## src/sv/omni_base_motor_ramp_assert.svh

```systemverilog
// assertion macros for the omni base motor ramp
`ifndef OMNI_BASE_MOTOR_RAMP_ASSERT_SVH
`define OMNI_BASE_MOTOR_RAMP_ASSERT_SVH

// same-cycle implication, checked out of reset
`define OBMR_ASSERT_IMP(lbl, ante, cons, msg) \
	lbl: assert property (@(posedge clk) disable iff (!arst_n) (ante) |-> (cons)) \
		else $error(msg);

// next-cycle implication, checked out of reset
`define OBMR_ASSERT_NXT(lbl, ante, cons, msg) \
	lbl: assert property (@(posedge clk) disable iff (!arst_n) (ante) |=> (cons)) \
		else $error(msg);

`endif

```

## src/sv/obmr_pkg.sv

```systemverilog
// types, constants and ramp functions for the omni base motor ramp
package obmr_pkg;

	localparam logic [17:0] COEF_DIAG    = 18'd46341;
	localparam logic [17:0] COEF_DEG2RAD = 18'd1144;

	localparam logic [15:0] SPEED_CAP_RST  = 16'd1000;
	localparam logic [7:0]  SPEED_STEP_RST = 8'd10;
	localparam logic [7:0]  WHEEL_ARM_RST  = 8'd16;

	localparam logic [1:0] REG_SPEED_CAP  = 2'd0;
	localparam logic [1:0] REG_SPEED_STEP = 2'd1;
	localparam logic [1:0] REG_WHEEL_ARM  = 2'd2;

	typedef enum logic [4:0] {
		ST_IDLE,
		ST_M0,
		ST_M1,
		ST_M2,
		ST_M3,
		ST_M4,
		ST_ABS,
		ST_CMP,
		ST_CAP,
		ST_ML0,
		ST_ML1,
		ST_ML2,
		ST_DIV,
		ST_DR_INIT,
		ST_DR,
		ST_DL_INIT,
		ST_DL,
		ST_RAMP,
		ST_OUT
	} state_t;

	typedef struct packed {
		logic [7:0] duty;
		logic       stopped;
		logic       cw;
	} set_st_t;

	function automatic logic [7:0] ramp_duty(logic [7:0] tgt, logic [7:0] prev,
		logic [7:0] step);
		logic [7:0] diff;
		logic       full;
		logic [7:0] res;
		diff = (prev > tgt) ? (prev - tgt) : (tgt - prev);
		full = diff > step;
		if (tgt == 8'd0) begin
			res = full ? (prev - step) : 8'd0;
		end else if (prev > tgt) begin
			res = full ? (prev - step) : tgt;
		end else begin
			res = full ? (prev + step) : tgt;
		end
		return res;
	endfunction

	function automatic set_st_t run_set(set_st_t cur, logic [7:0] tgt, logic want_cw,
		logic [7:0] step);
		set_st_t    nxt;
		logic [7:0] d;
		nxt = cur;
		d   = ramp_duty(8'd0, cur.duty, step);
		if (cur.stopped) begin
			if (tgt != 8'd0) begin
				nxt.stopped = 1'b0;
				nxt.cw      = want_cw;
				nxt.duty    = ramp_duty(tgt, cur.duty, step);
			end
		end else if ((want_cw == cur.cw) && (tgt != 8'd0)) begin
			nxt.duty = ramp_duty(tgt, cur.duty, step);
		end else begin
			nxt.duty = d;
			if (d == 8'd0) begin
				nxt.stopped = 1'b1;
			end
		end
		return nxt;
	endfunction

endpackage

```

## src/sv/omni_base_motor_ramp.sv

```systemverilog
// omni base motor ramp: wheel speeds, cap, duty map and per-set ramp
//
// one input item per control tick on s_*: vel_x, vel_y, vel_w (signed).
// one result item per input on m_*: both set duties, latched directions
// and stopped flags. registers speed cap, speed step and wheel arm are
// written through cfg_we / cfg_index / cfg_data; the user must write them
// only while the block is idle, and the block itself does not enforce this.
// an item runs through a sequencer around one shared 25x18 multiplier and
// one shared restoring divide step (one quotient bit per cycle). when the
// speeds are capped, an item also passes the multiply and set-up states
// ML0, ML1, ML2 and 16 divide steps. s_tready is high only when idle, so
// one item is in flight at a time: a new item is taken only after the
// previous result has been taken by the receiver on m_tready.
// the result is held in registers with m_tvalid high until m_tready; no new
// item is taken meanwhile. reset restores the register defaults, zero
// duties, both sets stopped and latched direction counter-clockwise.
`include "omni_base_motor_ramp_assert.svh"

module omni_base_motor_ramp (
	input  logic        clk,
	input  logic        arst_n,
	input  logic        s_tvalid,
	output logic        s_tready,
	input  logic [47:0] s_tdata,   // vel_x, vel_y, vel_w
	output logic        m_tvalid,
	input  logic        m_tready,
	output logic [23:0] m_tdata,   // duty_right_set, duty_left_set, right_set_cw,
	                               // left_set_cw, right_set_stopped, left_set_stopped, pad
	input  logic        cfg_we,
	input  logic [1:0]  cfg_index,
	input  logic [15:0] cfg_data
);

	obmr_pkg::state_t state_q, state_nx;

	logic [15:0] speed_cap_q;
	logic [7:0]  speed_step_q;
	logic [7:0]  wheel_arm_q;
	obmr_pkg::set_st_t right_q, left_q;

	logic [15:0] vx_q, vy_q, vw_q;
	logic signed [35:0] prod_q, ang_q, sr_q, sl_q;
	logic [33:0] ar_q, al_q, big_q, small_q;
	logic        cw_r_q, cw_l_q, left_big_q;
	logic [49:0] acc_q;
	logic [15:0] ir_q, il_q;
	logic [7:0]  tr_q, tl_q;
	logic [33:0] rem_q, dsor_q;
	logic [15:0] dlow_q, quo_q;
	logic [3:0]  cnt_q;

	logic [15:0] m_eff;
	logic signed [24:0] mul_a;
	logic signed [17:0] mul_b;
	logic signed [42:0] mul_p;
	logic [16:0] dif_yx;
	logic [17:0] sum_xy, neg_sum;
	logic [35:0] sr_neg, sl_neg;
	logic        cap_hit;
	logic [34:0] div_shl, div_trial;
	logic        div_take;
	logic [15:0] div_qnx;
	logic [49:0] cap_dvd;
	logic [23:0] dr_dvd, dl_dvd;

	assign m_eff   = (speed_cap_q == 16'd0) ? 16'd1 : speed_cap_q;
	assign dif_yx  = {vy_q[15], vy_q} - {vx_q[15], vx_q};
	assign sum_xy  = {{2{vx_q[15]}}, vx_q} + {{2{vy_q[15]}}, vy_q};
	assign neg_sum = 18'd0 - sum_xy;
	assign sr_neg  = -sr_q;
	assign sl_neg  = -sl_q;
	assign cap_hit = big_q > {2'b00, m_eff, 16'h0000};
	assign mul_p   = mul_a * mul_b;

	assign div_shl   = {rem_q, dlow_q[15]};
	assign div_trial = div_shl - {1'b0, dsor_q};
	assign div_take  = !div_trial[34];
	assign div_qnx   = {quo_q[14:0], div_take};

	assign cap_dvd = acc_q + {prod_q[32:0], 17'd0};
	assign dr_dvd  = {ir_q, 8'd0} - {8'd0, ir_q};
	assign dl_dvd  = {il_q, 8'd0} - {8'd0, il_q};

	always_comb begin
		unique case (state_q)
			obmr_pkg::ST_M0: begin
				mul_a = {{9{vw_q[15]}}, vw_q};
				mul_b = {10'd0, wheel_arm_q};
			end
			obmr_pkg::ST_M1: begin
				mul_a = prod_q[24:0];
				mul_b = obmr_pkg::COEF_DEG2RAD;
			end
			obmr_pkg::ST_M2: begin
				mul_a = {{8{dif_yx[16]}}, dif_yx};
				mul_b = obmr_pkg::COEF_DIAG;
			end
			obmr_pkg::ST_M3: begin
				mul_a = {{7{neg_sum[17]}}, neg_sum};
				mul_b = obmr_pkg::COEF_DIAG;
			end
			obmr_pkg::ST_ML0: begin
				mul_a = {8'd0, small_q[16:0]};
				mul_b = {2'b00, m_eff};
			end
			obmr_pkg::ST_ML1: begin
				mul_a = {8'd0, small_q[33:17]};
				mul_b = {2'b00, m_eff};
			end
			default: begin
				mul_a = '0;
				mul_b = '0;
			end
		endcase
	end

	always_comb begin
		state_nx = state_q;
		s_tready = 1'b0;
		m_tvalid = 1'b0;
		unique case (state_q)
			obmr_pkg::ST_IDLE: begin
				s_tready = 1'b1;
				if (s_tvalid) begin
					state_nx = obmr_pkg::ST_M0;
				end
			end
			obmr_pkg::ST_M0:  state_nx = obmr_pkg::ST_M1;
			obmr_pkg::ST_M1:  state_nx = obmr_pkg::ST_M2;
			obmr_pkg::ST_M2:  state_nx = obmr_pkg::ST_M3;
			obmr_pkg::ST_M3:  state_nx = obmr_pkg::ST_M4;
			obmr_pkg::ST_M4:  state_nx = obmr_pkg::ST_ABS;
			obmr_pkg::ST_ABS: state_nx = obmr_pkg::ST_CMP;
			obmr_pkg::ST_CMP: state_nx = obmr_pkg::ST_CAP;
			obmr_pkg::ST_CAP: begin
				state_nx = cap_hit ? obmr_pkg::ST_ML0 : obmr_pkg::ST_DR_INIT;
			end
			obmr_pkg::ST_ML0: state_nx = obmr_pkg::ST_ML1;
			obmr_pkg::ST_ML1: state_nx = obmr_pkg::ST_ML2;
			obmr_pkg::ST_ML2: state_nx = obmr_pkg::ST_DIV;
			obmr_pkg::ST_DIV: begin
				if (cnt_q == 4'd0) begin
					state_nx = obmr_pkg::ST_DR_INIT;
				end
			end
			obmr_pkg::ST_DR_INIT: state_nx = obmr_pkg::ST_DR;
			obmr_pkg::ST_DR: begin
				if (cnt_q == 4'd0) begin
					state_nx = obmr_pkg::ST_DL_INIT;
				end
			end
			obmr_pkg::ST_DL_INIT: state_nx = obmr_pkg::ST_DL;
			obmr_pkg::ST_DL: begin
				if (cnt_q == 4'd0) begin
					state_nx = obmr_pkg::ST_RAMP;
				end
			end
			obmr_pkg::ST_RAMP: state_nx = obmr_pkg::ST_OUT;
			obmr_pkg::ST_OUT: begin
				m_tvalid = 1'b1;
				if (m_tready) begin
					state_nx = obmr_pkg::ST_IDLE;
				end
			end
			default: state_nx = obmr_pkg::ST_IDLE;
		endcase
	end

	always_ff @(posedge clk or negedge arst_n) begin
		if (!arst_n) begin
			state_q <= obmr_pkg::ST_IDLE;
		end else begin
			state_q <= state_nx;
		end
	end

	// configuration and per-set ramp state
	always_ff @(posedge clk or negedge arst_n) begin
		if (!arst_n) begin
			speed_cap_q  <= obmr_pkg::SPEED_CAP_RST;
			speed_step_q <= obmr_pkg::SPEED_STEP_RST;
			wheel_arm_q  <= obmr_pkg::WHEEL_ARM_RST;
			right_q      <= '{duty: 8'd0, stopped: 1'b1, cw: 1'b0};
			left_q       <= '{duty: 8'd0, stopped: 1'b1, cw: 1'b0};
		end else begin
			if (cfg_we) begin
				unique case (cfg_index)
					obmr_pkg::REG_SPEED_CAP:  speed_cap_q  <= cfg_data;
					obmr_pkg::REG_SPEED_STEP: speed_step_q <= cfg_data[7:0];
					obmr_pkg::REG_WHEEL_ARM:  wheel_arm_q  <= cfg_data[7:0];
					default: ;
				endcase
			end
			if (state_q == obmr_pkg::ST_RAMP) begin
				right_q <= obmr_pkg::run_set(right_q, tr_q, cw_r_q, speed_step_q);
				left_q  <= obmr_pkg::run_set(left_q, tl_q, cw_l_q, speed_step_q);
			end
		end
	end

	// datapath
	always_ff @(posedge clk) begin
		unique case (state_q)
			obmr_pkg::ST_IDLE: begin
				if (s_tvalid) begin
					vx_q <= s_tdata[15:0];
					vy_q <= s_tdata[31:16];
					vw_q <= s_tdata[47:32];
				end
			end
			obmr_pkg::ST_M0: prod_q <= mul_p[35:0];
			obmr_pkg::ST_M1: prod_q <= mul_p[35:0];
			obmr_pkg::ST_M2: begin
				ang_q  <= prod_q;
				prod_q <= mul_p[35:0];
			end
			obmr_pkg::ST_M3: begin
				sr_q   <= prod_q + ang_q;
				prod_q <= mul_p[35:0];
			end
			obmr_pkg::ST_M4: sl_q <= prod_q + ang_q;
			obmr_pkg::ST_ABS: begin
				cw_r_q <= sr_q[35];
				cw_l_q <= sl_q[35];
				ar_q   <= sr_q[35] ? sr_neg[33:0] : sr_q[33:0];
				al_q   <= sl_q[35] ? sl_neg[33:0] : sl_q[33:0];
			end
			obmr_pkg::ST_CMP: begin
				left_big_q <= al_q > ar_q;
				big_q      <= (al_q > ar_q) ? al_q : ar_q;
				small_q    <= (al_q > ar_q) ? ar_q : al_q;
			end
			obmr_pkg::ST_CAP: begin
				ir_q <= ar_q[31:16];
				il_q <= al_q[31:16];
			end
			obmr_pkg::ST_ML0: prod_q <= mul_p[35:0];
			obmr_pkg::ST_ML1: begin
				acc_q  <= {17'd0, prod_q[32:0]};
				prod_q <= mul_p[35:0];
			end
			obmr_pkg::ST_ML2: begin
				rem_q  <= cap_dvd[49:16];
				dlow_q <= cap_dvd[15:0];
				dsor_q <= big_q;
				cnt_q  <= 4'd15;
			end
			obmr_pkg::ST_DIV, obmr_pkg::ST_DR, obmr_pkg::ST_DL: begin
				rem_q  <= div_take ? div_trial[33:0] : div_shl[33:0];
				dlow_q <= {dlow_q[14:0], 1'b0};
				quo_q  <= div_qnx;
				cnt_q  <= cnt_q - 4'd1;
				if (cnt_q == 4'd0) begin
					if (state_q == obmr_pkg::ST_DIV) begin
						ir_q <= left_big_q ? div_qnx : m_eff;
						il_q <= left_big_q ? m_eff : div_qnx;
					end else if (state_q == obmr_pkg::ST_DR) begin
						tr_q <= div_qnx[7:0];
					end else begin
						tl_q <= div_qnx[7:0];
					end
				end
			end
			obmr_pkg::ST_DR_INIT: begin
				rem_q  <= {18'd0, dr_dvd[23:8]};
				dlow_q <= {dr_dvd[7:0], 8'd0};
				dsor_q <= {18'd0, m_eff};
				cnt_q  <= 4'd7;
			end
			obmr_pkg::ST_DL_INIT: begin
				rem_q  <= {18'd0, dl_dvd[23:8]};
				dlow_q <= {dl_dvd[7:0], 8'd0};
				dsor_q <= {18'd0, m_eff};
				cnt_q  <= 4'd7;
			end
			obmr_pkg::ST_RAMP: ;
			obmr_pkg::ST_OUT: ;
			default: ;
		endcase
	end

	assign m_tdata = {4'd0, left_q.stopped, right_q.stopped, left_q.cw, right_q.cw,
		left_q.duty, right_q.duty};

	`OBMR_ASSERT_IMP(a_hs_excl, m_tvalid, !s_tready, "ready while result pending")
	`OBMR_ASSERT_NXT(a_busy, s_tvalid && s_tready, !s_tready && !m_tvalid, "not busy after accept")
	`OBMR_ASSERT_IMP(a_right_stop_zero, right_q.stopped, right_q.duty == 8'd0, "right set stopped with duty")
	`OBMR_ASSERT_IMP(a_left_stop_zero, left_q.stopped, left_q.duty == 8'd0, "left set stopped with duty")

endmodule
```

## config.mk

```make
export PLATFORM = sky130hd
export DESIGN_NAME = omni_base_motor_ramp
export DESIGN_NICKNAME = d
export VERILOG_FILES = /design/src/sv/obmr_pkg.sv /design/src/sv/omni_base_motor_ramp.sv
export VERILOG_INCLUDE_DIRS = /design/src /design/src/sv
export SDC_FILE = /design/constraint.sdc
export NUM_CORES = 2
export LEC_CHECK = 0
export BUFFER_PORTS_ARGS = -buffer_cell sky130_fd_sc_hd__buf_2
export CAP_MARGIN = 20
export CELL_PAD_IN_SITES_DETAIL_PLACEMENT = 2
export CELL_PAD_IN_SITES_GLOBAL_PLACEMENT = 2
export CORE_MARGIN = 1.5
export CORE_UTILIZATION = 45
export CTS_CLUSTER_SIZE = 40
export DETAILED_ROUTE_END_ITERATION = 16
export GPL_TIMING_DRIVEN = 0
export PLACE_DENSITY_LB_ADDON = 0.1
export SLEW_MARGIN = 20
export SYNTH_ARGS = -nofsm -noshare
export SYNTH_HDL_FRONTEND = slang
export SYNTH_SLANG_ARGS = --single-unit
```

## constraint.sdc

```tcl
create_clock -name clk -period 24.2 [get_ports clk]
set_clock_uncertainty 0.2 [all_clocks]
set_input_delay 3.63 -clock clk [delete_from_list [all_inputs] [get_ports clk]]
set_output_delay 3.63 -clock clk [all_outputs]
set_load 0.02 [all_outputs]
```

==> results.yml <==
clock_tree:
  path_clk_slew_ns: 0.06
  clockBufferDepth: 3
  cts_tree: "yes"
  post_cts_resized: 0
  cts.sinks: 570
  post-cts-setup-buffer-count: 0
  clock_latency_ns: 0.65
  cts_root_buf: "clkbuf_16"
  cts-hold-fix-buffers: 0
  htree_num_levels: 3
  cts_buffers: 70
yosys:
  ys_types: 86
  ys_seq_area_share_pct: 35.1
  ys_ff_latch: 570
  synth_top_area_share_pct: 32.1
  synth_top_area_cell: "edfxtp_1"
  synth.cell_area_sq_um: 48000
  synth_most_common_cell: "inv_1"
  synth.area.top_cells: "edfxtp_1 (32%), fa_1 (15%), ha_1 (10%)"
  synthArstFlopShare_pct: 10.0
  syn-mean-instance-area_sq_um: 10.1
  netlist_instances: 4744
  ys_warn_count: 0
  synth_edf_count: 513
  netlist_top_cells_count: "inv_1 (710), edfxtp_1 (513), nand2_1 (442)"
  synth_ff_type: "edfxtp_1"
sta:
  finalSetupTns_ns: 0
  hold_violations: 0
  fmax_ghz: 0.0882
  rsz0062_at_grt: "false"
  finalCritPeriodShare_pct: 46.8
  max-slew-margin-rel_pct: 18.6
  final_max_slew_viol_count: 0
  min_period_ns: 11.33
  worst_pin_slew_ns: 1.22
  finalSetupViolCount: 0
critical_path:
  reg2reg_slack_ns: 12.87
  critPathKind: "reg2reg"
  path_buf_inv: 8
  critPathLaunchType: "flop"
  crit_path_top_delay_cell: "a22oi_1"
  r2r-end: "prod_q[35]"
  cp_top_family: "adder cells"
  critPathMaxStageDelay_ns: 0.96
  r2r_start: "state_q[0]"
  worstPathArrival_ns: 11.51
  cp.required_ns: 24.37
  reg2reg_depth: 29
  crit_fanout: 10
  cp-end-kind: "flop"
  cpMostUsedCell: "fa_1"
layout:
  fin_util_pct: 50.4
  drive_above_1_share_pct: 8.05
  nNetsFinal: 5764
  nFillCells: 10900
  area_growth_pct: 10.7
detailed_routing:
  drcViolationCount: 14
  drtPass1Iterations: 13
  wl_per_cell_um: 31.2
  final_antenna_net_count: 0
  num_vias: 39100
  wl_um: 200000
  viasPerCell: 6.11
  drtIter0Drc: 3344
floorplanning:
  die-area_sq_um: 109000
  start_util_pct: 45.5
  fp-row-count: 119
  fp.dieH_um: 330
  die_w_um: 330
  io_pins: 97
  core_sq_um: 106000
run_status:
  violations: "DRC"
  outcome: "complete, but fails checks"
global_routing:
  grt_pass1_wl_um: 291000
  track_usage_pct: 36.8
  antenna_found_initial: 16
  grt_max_degree: 58
  overflow: 0
  grt_pass1_vias: 42900
job:
  drv_cap: 0
place:
  place_congestion: 0.944
  port_buffers: 92
  dp_hpwl_um: 157000
worst_hold_path:
  hold_class: "reg2reg"
  min-delay-start: "prod_q[34]"
  min_to: "ang_q[34]"
  min_path_cells: 0
-- cell families after synthesis --
group | share of synthesized area, %
compound gates | 12.9
xor+xnor | 5.42
fa+ha+maj | 24.8
buf+inv | 6.77
flops | 35.1
mux | 3.50
other cells | 0.0156
simple gates | 11.5
-- stage by stage --
stage	hold slack (ns)	area [sq um]	setup WS, ns	std cells
2_1_floorplan	0.224	48100	15.06	4766
3_3_place_gp	0.234	50300	11.70	6249
3_5_place_dp	0.256	50800	12.88	6273
4_1_cts	0.263	53100	12.66	6397
5_1_grt	0.286	53100	12.58	6397
6_report	0.256	53200	12.87	6400
-- flip-flops by register name, indices dropped and copies added, names as in the netlist, 15 cells and up --
name	count
acc_q	33
al_q	34
ang_q	36
ar_q	34
big_q	34
dlow_q	16
dsor_q	34
il_q	16
ir_q	16
m_tdata	20
prod_q	36
quo_q	15
rem_q	34
sl_q	35
small_q	34
speed_cap_q	16
sr_q	35
vw_q	16
vx_q	16
vy_q	16
-- metal layers --
layer / track usage [%] / wire (um) / vias to the layer above
li1: - / - / 16700
met1: 46.1 / 78800 / 20400
met2: 60.5 / 94800 / 1511
met3: 5.54 / 12700 / 500
met4: 21.4 / 13300 / 2
met5: 0 / 13 / -
-- layout make-up --
| cell class | instances | area [sq um] | share of cell area (%) |
|---|---|---|---|
| diodes | 3 | 7.51 | 0.0141 |
| plain buffers | 147 | 587 | 1.10 |
| clock buffers | 80 | 1820 | 3.42 |
| clock inverters | 44 | 505 | 0.951 |
| inverters | 713 | 2680 | 5.03 |
| multi-input cells | 3336 | 28200 | 53.0 |
| flip-flops and latches | 570 | 16800 | 31.7 |
| well taps | 1391 | 1740 | 3.27 |
| repair buffers | 116 | 811 | 1.53 |
-- how the worst max path moves through the flow --
stage,start,endpoint,slack (ns),cells past startpoint
6_report,state_q[0],prod_q[35],12.87,29
5_1_grt,vx_q[1],prod_q[35],12.58,36
4_1_cts,state_q[0],prod_q[35],12.66,29
3_5_place_dp,vx_q[1],prod_q[34],12.88,37
3_3_place_gp,state_q[0],prod_q[35],11.70,28
2_1_floorplan,state_q[4],prod_q[34],15.06,31
-- layout by cell type (no fill, tap or decap), types with 78 or more instances in the layout --
master,count
nand3_1,78
edfxtp_1,513
fa_1,357
o21ai_0,212
inv_1,710
nand2_1,442
nor2_1,286
a21oi_1,210
ha_1,382
mux2_2,94
a21o_1,90
xnor2_1,228
buf_2,100
clkbuf_1,133
Power is not shown: default switching activity piles up to over one toggle a cycle in this logic, so the estimate is an artifact.
